File: src/cmap_pkg.sv
`timescale 1ns / 1ps
// cmap_pkg: shared types and constants of the constellation mapper/demapper
// no dependencies; used by every module of the block but cmap_ram

package cmap_pkg;

  localparam int COORD_W    = 16;
  localparam int MAX_POINTS = 64;
  localparam int IDX_W      = $clog2(MAX_POINTS);
  localparam int M_W        = $clog2(MAX_POINTS + 1);
  localparam int SYM_W      = 32;
  localparam int PT_W       = 2 * COORD_W;
  localparam int SQ_W       = 2 * COORD_W;

  // configuration register widths and indexes
  localparam int CFG_NP_W  = 7;
  localparam int CFG_DG_W  = 6;
  localparam int CFG_IDX_W = 2;
  localparam int CFG_W     = 7;
  localparam logic [CFG_IDX_W-1:0] CFG_NUM_POINTS = 2'd0;
  localparam logic [CFG_IDX_W-1:0] CFG_DIGITS     = 2'd1;

  // request codes
  localparam logic [1:0] REQ_LOAD  = 2'd0;
  localparam logic [1:0] REQ_MAP   = 2'd1;
  localparam logic [1:0] REQ_DEMAP = 2'd2;

  // result kinds
  localparam logic KIND_MAP   = 1'b0;
  localparam logic KIND_DEMAP = 1'b1;

  // divider chain: each cell resolves DIV_STEPS quotient bits
  localparam int DIV_STEPS = 8;
  localparam int DIV_CELLS = SYM_W / DIV_STEPS;

  typedef struct packed {
    logic [1:0]                req_type;
    logic [5:0]                entry_index;
    logic signed [COORD_W-1:0] coord_i;
    logic signed [COORD_W-1:0] coord_q;
    logic [SYM_W-1:0]          symbol_value;
  } req_t;

  typedef struct packed {
    logic signed [COORD_W-1:0] out_i;
    logic signed [COORD_W-1:0] out_q;
    logic [5:0]                decided_index;
    logic                      result_kind;
    logic                      last;
  } rsp_t;

  // word handed from one divider cell to the next
  typedef struct packed {
    logic             valid;
    logic [IDX_W-1:0] rem;
    logic [SYM_W-1:0] word;
  } div_stage_t;

  // tag travelling with a table read during a demap scan
  typedef struct packed {
    logic             valid;
    logic             first;
    logic             last;
    logic [IDX_W-1:0] idx;
  } dm_tag_t;

  typedef struct packed {
    logic             done;
    logic [IDX_W-1:0] index;
  } dm_res_t;

endpackage

File: src/cmap_ram.sv
`timescale 1ns / 1ps
// cmap_ram: generic single write port, single read port RAM with registered read
// no dependencies

module cmap_ram #(
  parameter int WIDTH = 32,
  parameter int DEPTH = 64
) (
  input  logic                     clk,
  input  logic                     we,
  input  logic [$clog2(DEPTH)-1:0] waddr,
  input  logic [WIDTH-1:0]         wdata,
  input  logic                     re,
  input  logic [$clog2(DEPTH)-1:0] raddr,
  output logic [WIDTH-1:0]         rdata
);

  logic [WIDTH-1:0] mem [DEPTH];

  always_ff @(posedge clk) begin
    if (we) begin
      mem[waddr] <= wdata;
    end
    if (re) begin
      rdata <= mem[raddr];
    end
  end

endmodule

File: src/cmap_div_cell.sv
`timescale 1ns / 1ps
// cmap_div_cell: one cell of the restoring divider chain, DIV_STEPS quotient bits
// depends on cmap_pkg

module cmap_div_cell (
  input  logic                       clk,
  input  logic                       rst,
  input  logic [cmap_pkg::M_W-1:0]   divisor,
  input  cmap_pkg::div_stage_t       din,
  output cmap_pkg::div_stage_t       dout
);

  logic [cmap_pkg::IDX_W-1:0] rem_c;
  logic [cmap_pkg::SYM_W-1:0] word_c;
  logic [cmap_pkg::IDX_W:0]   trial;

  // dividend shifts out at the top, quotient bits shift in at the bottom
  always_comb begin
    rem_c  = din.rem;
    word_c = din.word;
    trial  = '0;
    for (int k = 0; k < cmap_pkg::DIV_STEPS; k++) begin
      trial  = {rem_c, word_c[cmap_pkg::SYM_W-1]};
      word_c = {word_c[cmap_pkg::SYM_W-2:0], 1'b0};
      if (trial >= divisor) begin
        trial     = trial - divisor;
        word_c[0] = 1'b1;
      end
      rem_c = trial[cmap_pkg::IDX_W-1:0];
    end
  end

  always_ff @(posedge clk) begin
    dout.rem  <= rem_c;
    dout.word <= word_c;
    if (rst) begin
      dout.valid <= 1'b0;
    end else begin
      dout.valid <= din.valid;
    end
  end

endmodule

File: src/cmap_dist.sv
`timescale 1ns / 1ps
// cmap_dist: squared distance of a sample to each scanned table point, keeps the nearest
// depends on cmap_pkg

module cmap_dist (
  input  logic                                clk,
  input  logic                                rst,
  input  logic signed [cmap_pkg::COORD_W-1:0] samp_i,
  input  logic signed [cmap_pkg::COORD_W-1:0] samp_q,
  input  cmap_pkg::dm_tag_t                   tag,
  input  logic [cmap_pkg::PT_W-1:0]           point,
  output cmap_pkg::dm_res_t                   res
);

  logic signed [cmap_pkg::COORD_W:0]     di;
  logic signed [cmap_pkg::COORD_W:0]     dq;
  logic signed [2*cmap_pkg::COORD_W+1:0] prod_i;
  logic signed [2*cmap_pkg::COORD_W+1:0] prod_q;
  logic [cmap_pkg::SQ_W-1:0]             sq_i;
  logic [cmap_pkg::SQ_W-1:0]             sq_q;
  cmap_pkg::dm_tag_t                     s1_tag;
  logic [cmap_pkg::SQ_W:0]               dsum;
  logic [cmap_pkg::SQ_W:0]               best_d;

  always_comb begin
    di = {samp_i[cmap_pkg::COORD_W-1], samp_i}
       - {point[cmap_pkg::PT_W-1], point[cmap_pkg::PT_W-1:cmap_pkg::COORD_W]};
    dq = {samp_q[cmap_pkg::COORD_W-1], samp_q}
       - {point[cmap_pkg::COORD_W-1], point[cmap_pkg::COORD_W-1:0]};
    prod_i = di * di;
    prod_q = dq * dq;
  end

  // squares are non-negative and below 2^(2*COORD_W)
  always_ff @(posedge clk) begin
    sq_i <= prod_i[cmap_pkg::SQ_W-1:0];
    sq_q <= prod_q[cmap_pkg::SQ_W-1:0];
    s1_tag.first <= tag.first;
    s1_tag.last  <= tag.last;
    s1_tag.idx   <= tag.idx;
    if (rst) begin
      s1_tag.valid <= 1'b0;
    end else begin
      s1_tag.valid <= tag.valid;
    end
  end

  assign dsum = {1'b0, sq_i} + {1'b0, sq_q};

  // strict compare keeps the lowest index on a tie
  always_ff @(posedge clk) begin
    if (s1_tag.valid && (s1_tag.first || dsum < best_d)) begin
      best_d    <= dsum;
      res.index <= s1_tag.idx;
    end
    if (rst) begin
      res.done <= 1'b0;
    end else begin
      res.done <= s1_tag.valid && s1_tag.last;
    end
  end

endmodule

File: src/constellation_map_demap.sv
`timescale 1ns / 1ps
// Load word: one table write. Map word: one pass per digit through the divider chain
// and one table read per digit, giving one result word per digit.
// Demap word: a scan of all M points, one table read per cycle on the single RAM read port.
// One word is worked on at a time; a finished result waits in the output register.
// Synchronous active-high reset clears control state and sets num_points 2, digits 1;
// the point table is not cleared and must be loaded before use.

module constellation_map_demap #(
  parameter int MAX_DIGITS = 32
) (
  input  logic                            clk,
  input  logic                            rst,
  input  logic                            cfg_we,
  input  logic [cmap_pkg::CFG_IDX_W-1:0]  cfg_index,
  input  logic [cmap_pkg::CFG_W-1:0]      cfg_data,
  input  logic                            req_valid,
  output logic                            req_stall,
  input  cmap_pkg::req_t                  req,
  output logic                            rsp_valid,
  input  logic                            rsp_stall,
  output cmap_pkg::rsp_t                  rsp
);

  localparam int CNT_W = $clog2(MAX_DIGITS + 1);

  localparam logic [2:0] S_IDLE   = 3'd0;
  localparam logic [2:0] S_MAP    = 3'd1;
  localparam logic [2:0] S_SCAN   = 3'd2;
  localparam logic [2:0] S_DMWAIT = 3'd3;
  localparam logic [2:0] S_DMOUT  = 3'd4;

  logic [2:0]                     state;
  logic [2:0]                     state_next;
  logic [cmap_pkg::CFG_NP_W-1:0]  num_points;
  logic [cmap_pkg::CFG_DG_W-1:0]  digits;
  logic [cmap_pkg::M_W-1:0]       m_eff;
  logic [CNT_W-1:0]               digits_eff;
  logic                           accept;
  logic                           acc_load;
  logic                           acc_map;
  logic                           acc_demap;

  // divider chain and digit hand-off
  cmap_pkg::div_stage_t           chain [cmap_pkg::DIV_CELLS+1];
  logic                           dig_valid;
  logic [cmap_pkg::IDX_W-1:0]     dig_rem;
  logic [cmap_pkg::SYM_W-1:0]     dig_word;
  logic [CNT_W-1:0]               cnt;
  logic                           dig_last;
  logic                           issue;
  logic                           launch;

  // table read stage
  logic                           rd_valid;
  logic                           rd_last;
  logic                           rd_free;
  logic                           rd_en;
  logic [cmap_pkg::IDX_W-1:0]     rd_addr;
  logic [cmap_pkg::PT_W-1:0]      rd_data;
  logic                           ram_we;

  // demap scan
  logic [cmap_pkg::IDX_W-1:0]     scan_idx;
  logic                           scan_last;
  logic signed [cmap_pkg::COORD_W-1:0] samp_i;
  logic signed [cmap_pkg::COORD_W-1:0] samp_q;
  cmap_pkg::dm_tag_t              dm_tag;
  cmap_pkg::dm_res_t              dm_res;

  logic                           out_free;
  logic                           map_load;
  logic                           dm_load;

  // configuration
  always_ff @(posedge clk) begin
    if (rst) begin
      num_points <= cmap_pkg::CFG_NP_W'(2);
      digits     <= cmap_pkg::CFG_DG_W'(1);
    end else if (cfg_we) begin
      if (cfg_index == cmap_pkg::CFG_NUM_POINTS) begin
        num_points <= cfg_data[cmap_pkg::CFG_NP_W-1:0];
      end else if (cfg_index == cmap_pkg::CFG_DIGITS) begin
        digits <= cfg_data[cmap_pkg::CFG_DG_W-1:0];
      end
    end
  end

  always_comb begin
    if (32'(num_points) < 2) begin
      m_eff = cmap_pkg::M_W'(2);
    end else if (32'(num_points) > cmap_pkg::MAX_POINTS) begin
      m_eff = cmap_pkg::M_W'(cmap_pkg::MAX_POINTS);
    end else begin
      m_eff = cmap_pkg::M_W'(num_points);
    end
    if (digits == '0) begin
      digits_eff = CNT_W'(1);
    end else if (32'(digits) > MAX_DIGITS) begin
      digits_eff = CNT_W'(MAX_DIGITS);
    end else begin
      digits_eff = CNT_W'(digits);
    end
  end

  // input handshake
  assign req_stall = rst || (state != S_IDLE) || rd_valid;
  assign accept    = req_valid && !req_stall;
  assign acc_load  = accept && (req.req_type == cmap_pkg::REQ_LOAD);
  assign acc_map   = accept && (req.req_type == cmap_pkg::REQ_MAP);
  assign acc_demap = accept && (req.req_type == cmap_pkg::REQ_DEMAP);
  assign ram_we    = acc_load && (32'(req.entry_index) < cmap_pkg::MAX_POINTS);

  // map digit flow
  assign out_free = !rsp_valid || !rsp_stall;
  assign map_load = rd_valid && out_free;
  assign rd_free  = !rd_valid || map_load;
  assign dig_last = (cnt == CNT_W'(1));
  assign issue    = (state == S_MAP) && dig_valid && rd_free;
  assign launch   = acc_map || (issue && !dig_last);

  assign chain[0].valid = launch;
  assign chain[0].rem   = '0;
  assign chain[0].word  = acc_map ? req.symbol_value : dig_word;

  for (genvar c = 0; c < cmap_pkg::DIV_CELLS; c++) begin : g_cell
    cmap_div_cell u_cell (
      .clk     (clk),
      .rst     (rst),
      .divisor (m_eff),
      .din     (chain[c]),
      .dout    (chain[c+1])
    );
  end

  always_ff @(posedge clk) begin
    if (chain[cmap_pkg::DIV_CELLS].valid) begin
      dig_rem  <= chain[cmap_pkg::DIV_CELLS].rem;
      dig_word <= chain[cmap_pkg::DIV_CELLS].word;
    end
    if (acc_map) begin
      cnt <= digits_eff;
    end else if (issue && !dig_last) begin
      cnt <= cnt - CNT_W'(1);
    end
    if (rst) begin
      dig_valid <= 1'b0;
    end else if (chain[cmap_pkg::DIV_CELLS].valid) begin
      dig_valid <= 1'b1;
    end else if (issue) begin
      dig_valid <= 1'b0;
    end
  end

  // demap scan, one table read per cycle
  assign scan_last = ({1'b0, scan_idx} == m_eff - cmap_pkg::M_W'(1));

  always_ff @(posedge clk) begin
    if (acc_demap) begin
      samp_i   <= req.coord_i;
      samp_q   <= req.coord_q;
      scan_idx <= '0;
    end else if (state == S_SCAN) begin
      scan_idx <= scan_idx + cmap_pkg::IDX_W'(1);
    end
    dm_tag.first <= (scan_idx == '0);
    dm_tag.last  <= scan_last;
    dm_tag.idx   <= scan_idx;
    if (rst) begin
      dm_tag.valid <= 1'b0;
    end else begin
      dm_tag.valid <= (state == S_SCAN);
    end
  end

  // table memory
  assign rd_en   = issue || (state == S_SCAN);
  assign rd_addr = issue ? dig_rem : scan_idx;

  cmap_ram #(
    .WIDTH (cmap_pkg::PT_W),
    .DEPTH (cmap_pkg::MAX_POINTS)
  ) u_table (
    .clk   (clk),
    .we    (ram_we),
    .waddr (req.entry_index[cmap_pkg::IDX_W-1:0]),
    .wdata ({req.coord_i, req.coord_q}),
    .re    (rd_en),
    .raddr (rd_addr),
    .rdata (rd_data)
  );

  // read data holds until taken, as the read enable stays low meanwhile
  always_ff @(posedge clk) begin
    if (issue) begin
      rd_last <= dig_last;
    end
    if (rst) begin
      rd_valid <= 1'b0;
    end else if (issue) begin
      rd_valid <= 1'b1;
    end else if (map_load) begin
      rd_valid <= 1'b0;
    end
  end

  cmap_dist u_dist (
    .clk    (clk),
    .rst    (rst),
    .samp_i (samp_i),
    .samp_q (samp_q),
    .tag    (dm_tag),
    .point  (rd_data),
    .res    (dm_res)
  );

  // control
  always_comb begin
    state_next = state;
    case (state)
      S_IDLE: begin
        if (acc_map) begin
          state_next = S_MAP;
        end else if (acc_demap) begin
          state_next = S_SCAN;
        end
      end
      S_MAP: begin
        if (issue && dig_last) begin
          state_next = S_IDLE;
        end
      end
      S_SCAN: begin
        if (scan_last) begin
          state_next = S_DMWAIT;
        end
      end
      S_DMWAIT: begin
        if (dm_res.done) begin
          state_next = S_DMOUT;
        end
      end
      S_DMOUT: begin
        if (out_free) begin
          state_next = S_IDLE;
        end
      end
      default: begin
        state_next = S_IDLE;
      end
    endcase
  end

  always_ff @(posedge clk) begin
    if (rst) begin
      state <= S_IDLE;
    end else begin
      state <= state_next;
    end
  end

  // output register
  assign dm_load = (state == S_DMOUT) && out_free;

  always_ff @(posedge clk) begin
    if (map_load) begin
      rsp.out_i         <= rd_data[cmap_pkg::PT_W-1:cmap_pkg::COORD_W];
      rsp.out_q         <= rd_data[cmap_pkg::COORD_W-1:0];
      rsp.decided_index <= '0;
      rsp.result_kind   <= cmap_pkg::KIND_MAP;
      rsp.last          <= rd_last;
    end else if (dm_load) begin
      rsp.out_i         <= '0;
      rsp.out_q         <= '0;
      rsp.decided_index <= 6'(dm_res.index);
      rsp.result_kind   <= cmap_pkg::KIND_DEMAP;
      rsp.last          <= 1'b1;
    end
    if (rst) begin
      rsp_valid <= 1'b0;
    end else if (map_load || dm_load) begin
      rsp_valid <= 1'b1;
    end else if (!rsp_stall) begin
      rsp_valid <= 1'b0;
    end
  end

endmodule

File: config.mk
export PLATFORM = sky130hd
export DESIGN_NAME = constellation_map_demap
export DESIGN_NICKNAME = d
export VERILOG_FILES = /design/src/cmap_pkg.sv /design/src/cmap_ram.sv /design/src/cmap_div_cell.sv /design/src/cmap_dist.sv /design/src/constellation_map_demap.sv
export SDC_FILE = /design/constraint.sdc
export NUM_CORES = 2
export LEC_CHECK = 0
export ABC_AREA = 0
export BUFFER_PORTS_ARGS = -buffer_cell sky130_fd_sc_hd__buf_2
export CAP_MARGIN = 0
export CORE_MARGIN = 3
export CORE_UTILIZATION = 50
export DETAILED_ROUTE_END_ITERATION = 8
export GPL_TIMING_DRIVEN = 0
export PLACE_DENSITY = 0.64
export REMOVE_ABC_BUFFERS = 1
export SYNTH_ARGS = -nofsm -noshare
export SYNTH_HDL_FRONTEND = slang
export SYNTH_SLANG_ARGS = --single-unit
export TNS_END_PERCENT = 30
File: constraint.sdc
create_clock -name clk -period 42.5 [get_ports clk]
set_input_delay 8.5 -clock clk [delete_from_list [all_inputs] [get_ports clk]]
set_output_delay 8.5 -clock clk [all_outputs]
set_load 0.05 [all_outputs]
==> summary by stage <==
Finish
The fraction of layout instances using a drive strength above 1 is 13.3%. The area added between synthesis and finish is 12.9%. The number of non-filler instances in the completed layout is 12379. Fill cells in the final layout number 18904. The top cell types in the final layout, fill and taps aside, are edfxtp_1 (2229), nand2_1 (1050), inv_1 (816). The number of nets in the final layout is 10064. In the final layout, the multi-input gates occupy 46800 um2. Across the whole layout, storage elements account for 72300 um2. The most common library cell in the layout ignoring fill and taps is edfxtp_1.

Synth
The dominant register cell in the synthesized netlist is edfxtp_1. The count of cell types in the netlist is 97. The number of instances in the synthesized netlist is 8726. The share of synthesized area in the top cell type comes to 54.4%. The cell type with the largest total area after synthesis is edfxtp_1. The synthesized area per cell is 14.1 um2. Summing the sequential cell areas from Yosys gives 58.8% of the chip area. In the synthesized netlist the async set-or-reset flop fraction comes to 0%.

The count of yosys warnings during synthesis is 0. In this run, synthesis inferred 2229 flip-flops with an integrated enable. Counting flops and latches in the post-synthesis netlist gives 2498. In the post-synthesis netlist, the biggest area contributors are edfxtp_1 (54%), fa_1 (8.9%), mux4_2 (6.4%), ha_1 (4.8%), dfxtp_1 (4.4%). The post-synth design cell area is 123000 um2.

Critical path
In this run the critical register-to-register path is launched from num_points[2]. The nature of the critical path endpoint is a register. The path type of the worst setup path is primary input to register. The number of cells on the worst reg-to-reg path is 70.

The dominant delay contributor by cell family on the critical path is compound AO/OA/AOI/OAI gates. The worst-path cell with the longest stage delay is o21ai_0. The minimum setup slack among reg-to-reg paths is 24350 ps. The worst setup path is launched from a primary input. For this run, the slowest stage of the critical path takes 910 ps. Of all nets on the critical path, the largest fanout is 27. The worst path arrival time is 24100 ps. The combined buffer and inverter count along the critical path is 4. In this run the critical register-to-register path is captured at g_cell[3].u_cell.dout[37]. The cell repeated most along the worst path is ha_1. For the worst setup path, the data required time is 43220 ps.

Drt
The first-pass iteration count of the detailed router is 6. The count of nets left with antenna violations once routing finished came out at 0. The sum of routed wire length over all layers is 313 mm. The average via count per standard cell is 5.88.

The routed via count is 72751. In the routed design, unresolved DRC markers number 0. After detailed routing, the average wire length per cell comes to 25.3 um. The first routing iteration left 7247 violations.

STA
The final number of max-transition violations is 0. The final-report hold violation count is 0. Measured against its own limit, the worst slew margin works out to 0.807%. Setup repair after global routing left no endpoint under its margin.

The achievable frequency is 42.8 MHz. Across the routed clock network, the largest skew measured is 114 ps. Setup violations remaining at the end of the flow were counted as 0. The transition time at the pin with the least slew margin is 1490 ps. The final critical path takes up 55.0% of the cycle. The final period demand of the worst path is 23370 ps.

CTS
Clock tree synthesis selected as its root buffer the cell clkbuf_16. Buffers inserted during clock tree synthesis total 240. The maximum count of clock buffers along a single path is 3. The H-tree was split into 4 levels.

The total setup buffers inserted after CTS is 0. The count of hold-fix buffers inserted at cts is 0. The clock-pin transition on the worst setup and hold timing paths is 60 ps. The clock network latency to the later pin of the worst-skew pair is 930 ps. The count of cells resized by post-cts repair is 0. The clock tree from TritonCTS is done. The number of sinks driven by the clock tree is 2498.

Global route
The largest net degree at the start of global routing is 111. Global routing used 25.1% of the available tracks across all layers. The number of antenna violations at the first check in global routing is 25. The overflow left after global routing is 0.

The via count of the first global-routing pass is 75253. The first-pass GRT wire length is 471 mm.

Die
During I/O placement, the number of pins put on the boundary was 128. The die is 502 um tall. Measured along the x axis, the die boundary spans 502 um. For this configuration, the core starts out at a cell density of 50.4%. The core outline area is 244000 um2. The die covers 252000 um2. The initialized floorplan defines 181 standard-cell rows.

Placement
The placer's final routability congestion estimate is 0.864. The count of port buffers added during placement is 127. The half-perimeter wire length after detailed placement is 209 mm. The total placed cells including tap cells is 11913.

Hold path
For hold timing, the worst endpoint is g_cell[2].u_cell.dout[19]. Along the worst hold path, the cell count comes to 0. The worst hold path begins at g_cell[1].u_cell.dout[11].

The type of the worst min-delay path is register to register.

Status
The run finished, with violations left. The final reports fail on max-capacitance violations.

Flow run
Max-cap violations in this run came to 1.
-- worst reg2reg max path, delay by kind of cell (launching register included) --
family                   cells  cell delay, ps
adder cells (fa/ha/maj)      8            2550
flip-flops                   1             400
buffers and inverters        9            2060
AO/OA/AOI/OAI               36            7690
multiplexers                 4            1580
AND/OR/NAND/NOR             13            3780
-- through the flow --
stage	setup slack, ps	setup TNS, ps	hold WS [ps]	instance area [um2]	util [%]
after floorplan	1750	0	310	122000	-
after global placement	-15780	-492460	309	126000	51.7
after detailed placement	18280	0	312	131000	53.6
after CTS	19160	0	320	139000	56.9
after global routing	17800	0	317	139000	56.9
final	19130	0	317	139000	56.9
-- how the worst max path moves through the flow --
stage              start                        end  slack [ps]  cells after the start
2_1_floorplan  rsp_stall           u_table.rdata[0]        1750                      8
3_3_place_gp   rsp_stall          u_table.rdata[14]      -15780                      9
3_5_place_dp         rst  g_cell[0].u_cell.dout[36]       18280                     61
4_1_cts              rst  g_cell[0].u_cell.dout[35]       19160                     61
5_1_grt              rst  g_cell[0].u_cell.dout[35]       17800                     61
6_report             rst  g_cell[0].u_cell.dout[36]       19130                     60
-- registers in the layout, indices dropped and copies added (netlist names) --
name                flops
g_cell.u_cell.dout    156
samp_i                 16
u_dist.sq_q            31
rd_valid                1
scan_idx                6
u_table.rdata          32
u_table.mem          2048
dig_word               32
rsp                    40
dm_tag                  9
u_dist.best_d          33
u_dist.sq_i            31
state                   3
cnt                     6
rd_last                 1
u_dist.res              7
digits                  6
num_points              7
u_dist.s1_tag           9
dig_rem                 6
dig_valid               1
rsp_valid               1
samp_q                 16
-- cell type report --
class                           instances  area share (%)
Sequential cell                      2498            52.1
Multi-Input combinational cell       5072            33.7
Clock buffer                          285            4.51
Timing Repair Buffer                  305            3.24
Tap cell                             3202            2.88
Inverter                              839            2.27
Clock inverter                        166            1.32
Antenna cell                           12          0.0216
-- metal layers --
metal / vias up / global-route usage, % / share of wire (%)
met1: 37190 / 33.6 / 40
met2: 2853 / 41.1 / 48
met3: 625 / 4.16 / 7.3
met4: 4 / 9.97 / 4.5
li1: 32079 / - / -
met5: - / 0 / 0.0086
-- cell usage after synthesis (all sizes together) (19+ instances only) --
| master | instances |
|---|---|
| nor2b | 58 |
| o2111ai | 39 |
| o32ai | 31 |
| a32o | 31 |
| mux2i | 187 |
| and3 | 19 |
| nor2 | 517 |
| nand2b | 57 |
| and2 | 39 |
| nand4 | 60 |
| buf | 154 |
| nand2 | 1060 |
| clkbuf | 168 |
| xnor2 | 167 |
| xor2 | 85 |
| nand3 | 236 |
| nor3 | 69 |
| a32oi | 37 |
| o31ai | 26 |
| edfxtp | 2229 |
| inv | 825 |
| mux4 | 351 |
| a21o | 137 |
| a211oi | 30 |
| o21ai | 176 |
| mux2 | 53 |
| o21a | 56 |
| a21oi | 233 |
| fa | 547 |
| o2111a | 32 |
| ha | 475 |
| a31oi | 57 |
| dfxtp | 269 |
-- cell families (layout without fill, tap and decap cells) --
family	after synthesis	after routing	synth area share, %
compound gates	1007	1007	5.68
xor+xnor	252	252	1.82
fa+ha+maj	1022	1022	13.7
buf+inv	1161	1595	3.77
flops	2498	2498	58.8
mux	591	591	8.47
other cells	1	18	0.00305
simple gates	2194	2194	7.72
Power is not shown: default switching activity piles up to over one toggle a cycle in this logic, so the estimate is an artifact.
